<file path="config.mk">
export PLATFORM = sky130hd
export DESIGN_NAME = rc4_ctrl
export DESIGN_NICKNAME = d
export VERILOG_FILES = /design/src/hw/rtl/rc4_pkg.sv /design/src/hw/rtl/rc4_ctrl.sv
export SDC_FILE = /design/constraint.sdc
export NUM_CORES = 1
export LEC_CHECK = 0
export ABC_AREA = 1
export BUFFER_PORTS_ARGS = -buffer_cell sky130_fd_sc_hd__buf_2
export CAP_MARGIN = 20
export CORE_UTILIZATION = 48
export CTS_CLUSTER_DIAMETER = 120
export DETAILED_ROUTE_END_ITERATION = 12
export PLACE_DENSITY = 0.75
export SLEW_MARGIN = 20
export SYNTH_ARGS = -nofsm -noshare
export SYNTH_HDL_FRONTEND = slang
export SYNTH_SLANG_ARGS = --single-unit
</file>
<file path="constraint.sdc">
create_clock -name i_clk -period 1.3 [get_ports i_clk]
set_input_delay 0.13 -clock i_clk [delete_from_list [all_inputs] [get_ports i_clk]]
set_output_delay 0.13 -clock i_clk [all_outputs]
set_load 0.01 [all_outputs]
</file>
<file path="src/hw/rtl/rc4_pkg.sv">
`default_nettype none
package rc4_pkg;

    // Default and largest supported key length in bytes
    localparam int KEY_MAX_DEF = 256;
    localparam int SBOX_DEPTH  = 256;

    // Datapath operations, one per cycle
    typedef enum logic [3:0] {
        OP_NOP     = 4'd0,
        OP_KEY_IN  = 4'd1,
        OP_DATA_IN = 4'd2,
        OP_KS_RDN  = 4'd3,
        OP_KS_RDJ  = 4'd4,
        OP_KS_WRN  = 4'd5,
        OP_KS_WRJ  = 4'd6,
        OP_D_RDJ   = 4'd7,
        OP_D_WRI   = 4'd8,
        OP_D_WRJ   = 4'd9,
        OP_D_RDK   = 4'd10,
        OP_D_OUT   = 4'd11
    } t_dp_op;

    // Controller to datapath
    typedef struct packed {
        t_dp_op op;
        logic   ks_start;   // key request carries the last key byte
    } t_dp_cmd;

    // Datapath to controller
    typedef struct packed {
        logic ks_done;      // current schedule step is the final one
        logic out_free;     // output register can take a result this cycle
    } t_dp_sts;

endpackage
`default_nettype wire

</file>
<file path="src/hw/rtl/rc4_ctrl.sv">
`default_nettype none
module rc4_ctrl
    import rc4_pkg::*;
(
    input  wire logic    i_clk,
    input  wire logic    i_rst_n,
    input  wire logic    i_in_valid,
    input  wire logic    i_mode,
    input  wire logic    i_key_last,
    input  wire t_dp_sts i_sts,
    output logic         o_in_ready,
    output t_dp_cmd      o_cmd
);

    typedef enum logic [9:0] {
        S_IDLE   = 10'b00_0000_0001,
        S_KS_RDN = 10'b00_0000_0010,
        S_KS_RDJ = 10'b00_0000_0100,
        S_KS_WRN = 10'b00_0000_1000,
        S_KS_WRJ = 10'b00_0001_0000,
        S_D_RDJ  = 10'b00_0010_0000,
        S_D_WRI  = 10'b00_0100_0000,
        S_D_WRJ  = 10'b00_1000_0000,
        S_D_RDK  = 10'b01_0000_0000,
        S_D_OUT  = 10'b10_0000_0000
    } t_state;

    t_state r_state, n_state;
    logic   accept;

    assign o_in_ready = (r_state == S_IDLE);
    assign accept     = i_in_valid && o_in_ready;

    // Next state and command
    always_comb begin
        n_state        = r_state;
        o_cmd.op       = OP_NOP;
        o_cmd.ks_start = 1'b0;
        unique case (r_state)
            S_IDLE: begin
                if (accept) begin
                    if (i_mode) begin
                        o_cmd.op = OP_DATA_IN;
                        n_state  = S_D_RDJ;
                    end else begin
                        o_cmd.op       = OP_KEY_IN;
                        o_cmd.ks_start = i_key_last;
                        if (i_key_last) begin
                            n_state = S_KS_RDN;
                        end
                    end
                end
            end
            S_KS_RDN: begin
                o_cmd.op = OP_KS_RDN;
                n_state  = S_KS_RDJ;
            end
            S_KS_RDJ: begin
                o_cmd.op = OP_KS_RDJ;
                n_state  = S_KS_WRN;
            end
            S_KS_WRN: begin
                o_cmd.op = OP_KS_WRN;
                n_state  = S_KS_WRJ;
            end
            S_KS_WRJ: begin
                o_cmd.op = OP_KS_WRJ;
                n_state  = i_sts.ks_done ? S_IDLE : S_KS_RDN;
            end
            S_D_RDJ: begin
                o_cmd.op = OP_D_RDJ;
                n_state  = S_D_WRI;
            end
            S_D_WRI: begin
                o_cmd.op = OP_D_WRI;
                n_state  = S_D_WRJ;
            end
            S_D_WRJ: begin
                o_cmd.op = OP_D_WRJ;
                n_state  = S_D_RDK;
            end
            S_D_RDK: begin
                o_cmd.op = OP_D_RDK;
                n_state  = S_D_OUT;
            end
            S_D_OUT: begin
                // wait here until the output register frees up
                if (i_sts.out_free) begin
                    o_cmd.op = OP_D_OUT;
                    n_state  = S_IDLE;
                end
            end
            default: begin
                n_state = S_IDLE;
            end
        endcase
    end

    always_ff @(posedge i_clk) begin
        if (!i_rst_n) begin
            r_state <= S_IDLE;
        end else begin
            r_state <= n_state;
        end
    end

    // Data request always starts the keystream sequence
    a_data_seq: assert property (@(posedge i_clk) disable iff (!i_rst_n)
        (accept && i_mode) |=> (r_state == S_D_RDJ))
        else $error("data request did not start keystream sequence");

    // A result is only loaded when the output side has room
    a_out_room: assert property (@(posedge i_clk) disable iff (!i_rst_n)
        (o_cmd.op == OP_D_OUT) |-> i_sts.out_free)
        else $error("result loaded into a full output register");

endmodule
`default_nettype wire

</file>
======== Word-level counts from Yosys, hierarchy flattened ========
Index checks and enable logic that the tools add are counted.
cells by class
  reductions and logical operators ........ 2
  equal/unequal tests ..................... 13
  mux-type cells .......................... 12
operators by type and width
  operator                                                                 number
  10-bit case mux with 10 select lines                                     1
  10-bit two-way mux                                                       4
  4-bit case mux with 10 select lines                                      1
  10-bit by 1-bit == test with 1-bit output, second input constant         1
  10-bit == test, second input constant                                    1
  10-bit by 2-bit == test with 1-bit output, second input constant         1
  10-bit by 3-bit == test with 1-bit output, second input constant         1
  10-bit by 4-bit == test with 1-bit output, second input constant         1
  10-bit by 5-bit == test with 1-bit output, second input constant         1
  10-bit by 6-bit == test with 1-bit output, second input constant         1
  10-bit by 7-bit == test with 1-bit output, second input constant         1
  10-bit by 8-bit == test with 1-bit output, second input constant         1
  10-bit by 9-bit == test with 1-bit output, second input constant         1
  2-bit two-way mux                                                        2
  4-bit two-way mux                                                        1
  3-bit two-way mux                                                        1
  3-bit inequality test, second input constant                             1
  3-bit AND reduction                                                      1
  1-bit two-way mux                                                        2
  2-bit by 1-bit inequality test with 1-bit output, second input constant  1
  2-bit inequality test, second input constant                             1
  1-bit logical AND                                                        1
word-level totals
  register bits ........................... 10
  bits of input ports ..................... 7
  word-level logic and storage cells ...... 28
  output and inout bits ................... 6

======== Longest topological paths before layout ========
Gate-level depths: netlist of run 1.
  depth after elaboration ................. 4
  mapped depth ............................ 10

======== Worst setup path after synthesis of run 1 ========
Ideal clock, no wire load.
  path kind ............................... reg-to-reg
  from .................................... register r_state[6]
  to ...................................... register r_state[2]
  path slack .............................. 0.047 ns
  path buffers ............................ 0
  stages on the path, launching flop included .. 11
  library setup time ...................... 0.110 ns
  arrival ................................. 1.143 ns
  cells stage by stage .................... dfxtp_1 > nor2_2 > nand2_4 > nor2_4 > nand2_4 > inv_4 > nand2_4 > nor2_4 > nor2_4 > nand3b_1 > inv_1
between the ends
  longest elaborated chain between the ends .. 4
RTL lines
  item                                                        RTL line         source
  start: declaration                                          rc4_ctrl.sv:28   t_state r_state, n_state;
  start signal: assignment                                    rc4_ctrl.sv:103  r_state <= n_state;
  10-bit by 1-bit == test with 1-bit output *                 rc4_ctrl.sv:31   assign o_in_ready = (r_state == S_IDLE);
  net o_in_ready                                              rc4_ctrl.sv:11   output logic o_in_ready,
  1-bit logical AND                                           rc4_ctrl.sv:32   assign accept = i_in_valid && o_in_ready;
  2-bit by 1-bit inequality test with 1-bit output (no line)  -
  3-bit AND reduction (no line)                               -
Mark *: on every way through the listed nets, which the timed path passes. The rest lies on a longest branch.
A chain may end at the register's enable or synchronous reset.

==> results.json, run 1 <==
{
  "final_nets": 163,
  "cts_hold_buf": 0,
  "antenna_found_initial": 0,
  "vias_per_cell": 5.32,
  "p_clk_frac": 0.297,
  "clockRootBuffer": "clkbuf_4",
  "dr.pass1.iters": 4,
  "vias": 904,
  "ir_drop_mv": 0.603,
  "mostFrequentLayoutCell": "inv_1",
  "top_register": "r_state",
  "antenna_cells": 0,
  "power_frac_comb": 0.359,
  "setup_slack_ns": -0.333,
  "cts_tree": "yes",
  "numPortBuffers": 12,
  "seqCellArea_sq_um": 210,
  "crit_type": "reg -> out",
  "cts_sinks": 10,
  "multi_input_area_sq_um": 495,
  "die_w_microns": 41.1,
  "cts_made_buffers": 3,
  "worst_pin_slew_ns": 0.339,
  "reg_top3": "r_state: 10 flops",
  "seqPwrFrac": 0.343,
  "grt_pass1_vias": 769,
  "finalClockSkew_ns": 0.00230,
  "powerDensity_mw_per_mm2": 885,
  "clkLatencyLatePin_ns": 0.27,
  "grtUsageTotal": 0.288,
  "period_share": 1.26,
  "row_count": 13,
  "period_minus_slack_ns": 1.63,
  "fill_cells": 96,
  "worstPathMaxFanout": 6,
  "drc_errors": 0,
  "hold_class": "in -> reg",
  "cap_violations": 0,
  "yosysUniqueCellTypes": 18,
  "final_max_slew_viol_count": 0,
  "io_pins": 13,
  "place_worst_setup_slack_ns": -0.112,
  "grt_max_degree": 9,
  "setup_viol": 14,
  "seq_area_frac_synth": 0.273,
  "gp_congestion": 0.878,
  "fin_cells": 170,
  "worstSetupStartpointType": "flop",
  "finalHoldViolCount": 0,
  "yosysWarnings": 0,
  "clk_pin_slew_worst_paths_ns": 0.07,
  "layout_common_cells": "inv_1 (30), nand2_1 (20), buf_4 (16), nor2_1 (12), buf_2 (11)",
  "required_ns": 1.17,
  "netlist_area_sq_um": 734,
  "drt_iter0_markers": 23,
  "h-tree-depth": 1,
  "rsz0062_at_grt": "true",
  "syn2layout_area_growth_pct": 49.2,
  "design_power_total_mw": 0.969,
  "clockBufferDepth": 2,
  "syn_nets": 129,
  "p_sw_frac": 0.348,
  "setup_tns_ns": -2.66,
  "overflow": 0,
  "synth_seq_cells": 10,
  "avgRoutedWirePerCell_microns": 13.5,
  "max_freq_ghz": 0.612,
  "drive_gt1_frac": 0.471,
  "critPathCaptureType": "output pin",
  "start_util": 0.538,
  "status": "complete, but fails checks",
  "place_hpwl_microns": 1420,
  "p_int_mw": 0.633,
  "syn_area_per_cell_sq_um": 6.02,
  "wirelength_microns": 2300,
  "dp.cells": 161,
  "switching_power_mw": 0.337,
  "synth_cells": 122,
  "core_sq_mm": 0.00137,
  "grt_pass1_wl_microns": 3030,
  "p_leak_nw": 0.625,
  "antenna_left": 0,
  "relSlewSlack": 0.772,
  "violations": "negative setup slack",
  "dieArea_sq_mm": 0.00169,
  "fp.dieH_microns": 41.1,
  "cp.arrival_ns": 1.50,
  "largest_reg_flops": 10
}
power groups by stage:
stage          clock (mW)  sequential (mW)  combinational (mW)
6_report            0.288            0.333               0.348
5_1_grt             0.297            0.334               0.372
4_1_cts             0.284            0.332               0.306
3_5_place_dp            0            0.332               0.266
3_3_place_gp            0            0.332               0.261
2_1_floorplan           0            0.331               0.183
logic make-up (layout without fill, tap and decap cells):
family | Yosys count | after routing | synth area share
compound gates | 5 | 5 | 0.0392
buf+inv | 34 | 67 | 0.182
flops | 10 | 10 | 0.273
simple gates | 73 | 73 | 0.506
worst max-delay path, cell delays in order (launching register included):
cell     delay, ns
dfxtp_2       0.34
nor2_4        0.14
nand2_4       0.11
nor2_4        0.12
nand4_1       0.14
nand2_1       0.11
inv_1         0.07
nand3_1       0.08
buf_2         0.14
metal layers:
layer  routed length [microns]  track usage  vias to the layer above  part of all wire
met2                      1150        0.461                       57              0.50
met3                       163       0.0652                       17             0.071
met5                         0            0                        -                 0
li1                          -            -                      431                 -
met1                       888        0.312                      399              0.39
met4                       100        0.258                        0             0.043
final timing paths:
kind                    from    endpoint  slack, ns  cells past startpoint
setup reg to reg  r_state[7]  r_state[2]      -0.19                     11
hold / removal       i_rst_n  r_state[6]       0.19                      3
setup / recovery  r_state[6]    o_cmd[2]      -0.33                      8
hold reg to reg   r_state[7]  r_state[7]       0.71                      4
stage by stage:
stage	instance area (sq um)	hold WS, ns	util
global route	1100	0.194	0.802
CTS	1030	0.173	0.757
floorplan	734	0.274	-
global placement	903	0.456	0.661
detailed placement	903	0.462	0.661
finish	1100	0.193	0.802
timing repair:
action                                  CTS  global route
endpoints found under the setup margin   15            15
resized for setup                        25            13
setup buffers                             4             1
pin swaps                                 9             0
cells in the mapped netlist (all sizes together):
cell,count,area (sq um)
o21ai,3,18.8
nand4,4,25.0
inv,33,126
nor4,1,6.26
dfxtp,10,200
nor2,26,133
nand3b,2,15.0
nor3,2,10.0
a21oi,2,10.0
nand2,26,123
nand3,12,60.1
buf,1,7.51
area by class of cell:
type,count,share of cell area
repair buffers,30,0.191
inverters,33,0.115
multi-input cells,78,0.452
well taps,15,0.0171
flip-flops and latches,10,0.192
clock buffers,4,0.0331
No activity file was read; power rests on OpenSTA's default activity.
==> run 2: changes to the inputs <==
Settings changed: CORE_UTILIZATION 48 to 53, PLACE_DENSITY 0.75 to default, PLACE_DENSITY_LB_ADDON from default to 0.08.
Clock period 1.3 ns to 1.74 ns, I/O delays scaled along.
==> run 2 against run 1 <==
  * The flow now finishes without violations
  * Critical path depth unchanged
  * Non-clock buffer count decreased by 16
  * Highest routed layer unchanged
  * Critical endpoint is now o_cmd[0]
  * Total power decreased by 38%
  * Count of clock-buffer cells in the layout decreased by 1
  * Combinational power decreased by 43%
  * Critical path type unchanged
  * Via count decreased by 17%
  * Routed wire length decreased by 28%
==> results.json, run 2 (synthesis gave the netlist of run 1 again) <==
{
  "dr.pass1.iters": 4,
  "place_hpwl_microns": 1280,
  "grt_max_degree": 9,
  "required_ns": 1.57,
  "cpLargestDelayFamily": "simple AND/OR/NAND/NOR gates",
  "top_register": "r_state",
  "period_minus_slack_ns": 1.64,
  "drt_iter0_markers": 25,
  "setup_viol": 0,
  "drive_gt1_frac": 0.297,
  "avgRoutedWirePerCell_microns": 10.8,
  "period_share": 0.945,
  "ir_drop_mv": 0.325,
  "clockBufferDepth": 2,
  "crit_type": "reg -> out",
  "antenna_cells": 0,
  "finalClockSkew_ns": 0.00124,
  "worstPathMaxFanout": 4,
  "wirelength_microns": 1660,
  "max_freq_ghz": 0.608,
  "finalHoldViolCount": 0,
  "p_sw_frac": 0.353,
  "mostFrequentLayoutCell": "inv_1",
  "p_int_mw": 0.390,
  "numPortBuffers": 12,
  "dieArea_sq_mm": 0.00154,
  "design_power_total_mw": 0.603,
  "power_frac_comb": 0.327,
  "grt_pass1_wl_microns": 2440,
  "status": "complete, no violations",
  "worst_pin_slew_ns": 0.290,
  "io_pins": 13,
  "cp.arrival_ns": 1.47,
  "path_common_cell": "nor2_4",
  "p_clk_frac": 0.267,
  "final_nets": 147,
  "placed_area_sq_um": 806,
  "gp_congestion": 0.893,
  "clockRootBuffer": "clkbuf_4",
  "hold_class": "in -> reg",
  "syn2layout_area_growth_pct": 20.3,
  "drc_errors": 0,
  "vias": 746,
  "reg_top3": "r_state: 10 flops",
  "worstPathCellList": "nor2_4 > nand2_2 > nor2_4 > nand2_4 > nor2_4 > nand2_1 > nor2_1 > buf_2",
  "fp.dieH_microns": 39.2,
  "cap_violations": 0,
  "final_max_slew_viol_count": 0,
  "cpMaxStageDelayCell": "dfxtp_2",
  "whs_ns": 0.159,
  "p_leak_nw": 0.530,
  "grtUsageTotal": 0.240,
  "die_w_microns": 39.2,
  "row_count": 13,
  "h-tree-depth": 1,
  "crit_buf_inv": 1,
  "grt_pass1_vias": 584,
  "start_util": 0.564,
  "fin_area_sq_um": 883,
  "critPathCaptureType": "output pin",
  "final_util": 0.679,
  "cts_tree": "yes",
  "cpPeakStageDelay_ns": 0.34,
  "antenna_left": 0,
  "antenna_found_initial": 0,
  "switching_power_mw": 0.213,
  "overflow": 0,
  "seqPwrFrac": 0.406,
  "clkLatencyLatePin_ns": 0.27,
  "worstSetupStartpointType": "flop",
  "cts_sinks": 10,
  "layout_common_cells": "inv_1 (32), nand2_1 (22), nor2_1 (16), nand3_1 (12), buf_2 (12)",
  "setup_tns_ns": 0,
  "core_sq_mm": 0.00130,
  "vias_per_cell": 4.88,
  "largest_reg_flops": 10,
  "cts_made_buffers": 3,
  "clk_pin_slew_worst_paths_ns": 0.06,
  "relSlewSlack": 0.805,
  "powerDensity_mw_per_mm2": 682
}
[run 2: through the flow]
step / std cells / worst slack [ns]
after floorplan: 122 / 0.449
after global placement: 148 / 0.271
after detailed placement: 148 / 0.250
after CTS: 151 / 0.00518
after global routing: 153 / -0.00501
final: 153 / 0.0963
[run 2: final timing paths]
kind / start / endpoint / slack [ns] / cells after the start
setup / recovery: r_state[8] / o_cmd[0] / 0.1 / 8
hold / removal: i_mode / r_state[5] / 0.16 / 3
setup reg to reg: r_state[8] / r_state[0] / 0.37 / 11
hold reg to reg: r_state[7] / r_state[7] / 0.57 / 3
[run 2: area by class of cell]
class                   instances  area, sq um
well taps                      15         18.8
multi-input cells              78          430
clock buffers                   3         22.5
inverters                      33          126
repair buffers                 14         75.1
fillers                       132          418
flip-flops and latches         10          210
[run 2: worst reg2reg max path, delay by kind of cell, from the launching register on]
family / cells / cell delay [ns]
DFF: 1 / 0.34
buffers and inverters: 1 / 0.15
and+or+nand+nor: 10 / 0.77
[run 2: power groups by stage]
| stage | sequential (mW) | combinational, mW | clock (mW) |
|---|---|---|---|
| after floorplan | 0.247 | 0.137 | 0 |
| after global placement | 0.248 | 0.180 | 0 |
| after detailed placement | 0.248 | 0.181 | 0 |
| after CTS | 0.243 | 0.181 | 0.161 |
| after global routing | 0.245 | 0.219 | 0.174 |
| final | 0.245 | 0.197 | 0.161 |
[run 2: layer usage]
metal  wire [microns]  GRT usage  up-vias
met5                0          0        -
met4               40      0.129        0
met3               69     0.0347        5
met2              806      0.371       17
met1              739      0.316      320
li1                 -          -      404
[run 2: timing repair]
item | CTS | global route
buffers inserted | 0 | 2
resized for setup | 2 | 14
hold endpoints to repair | 0 | 0
endpoints found under the setup margin | 3 | 4
hold buffers | 0 | 0
pin swaps | 0 | 4
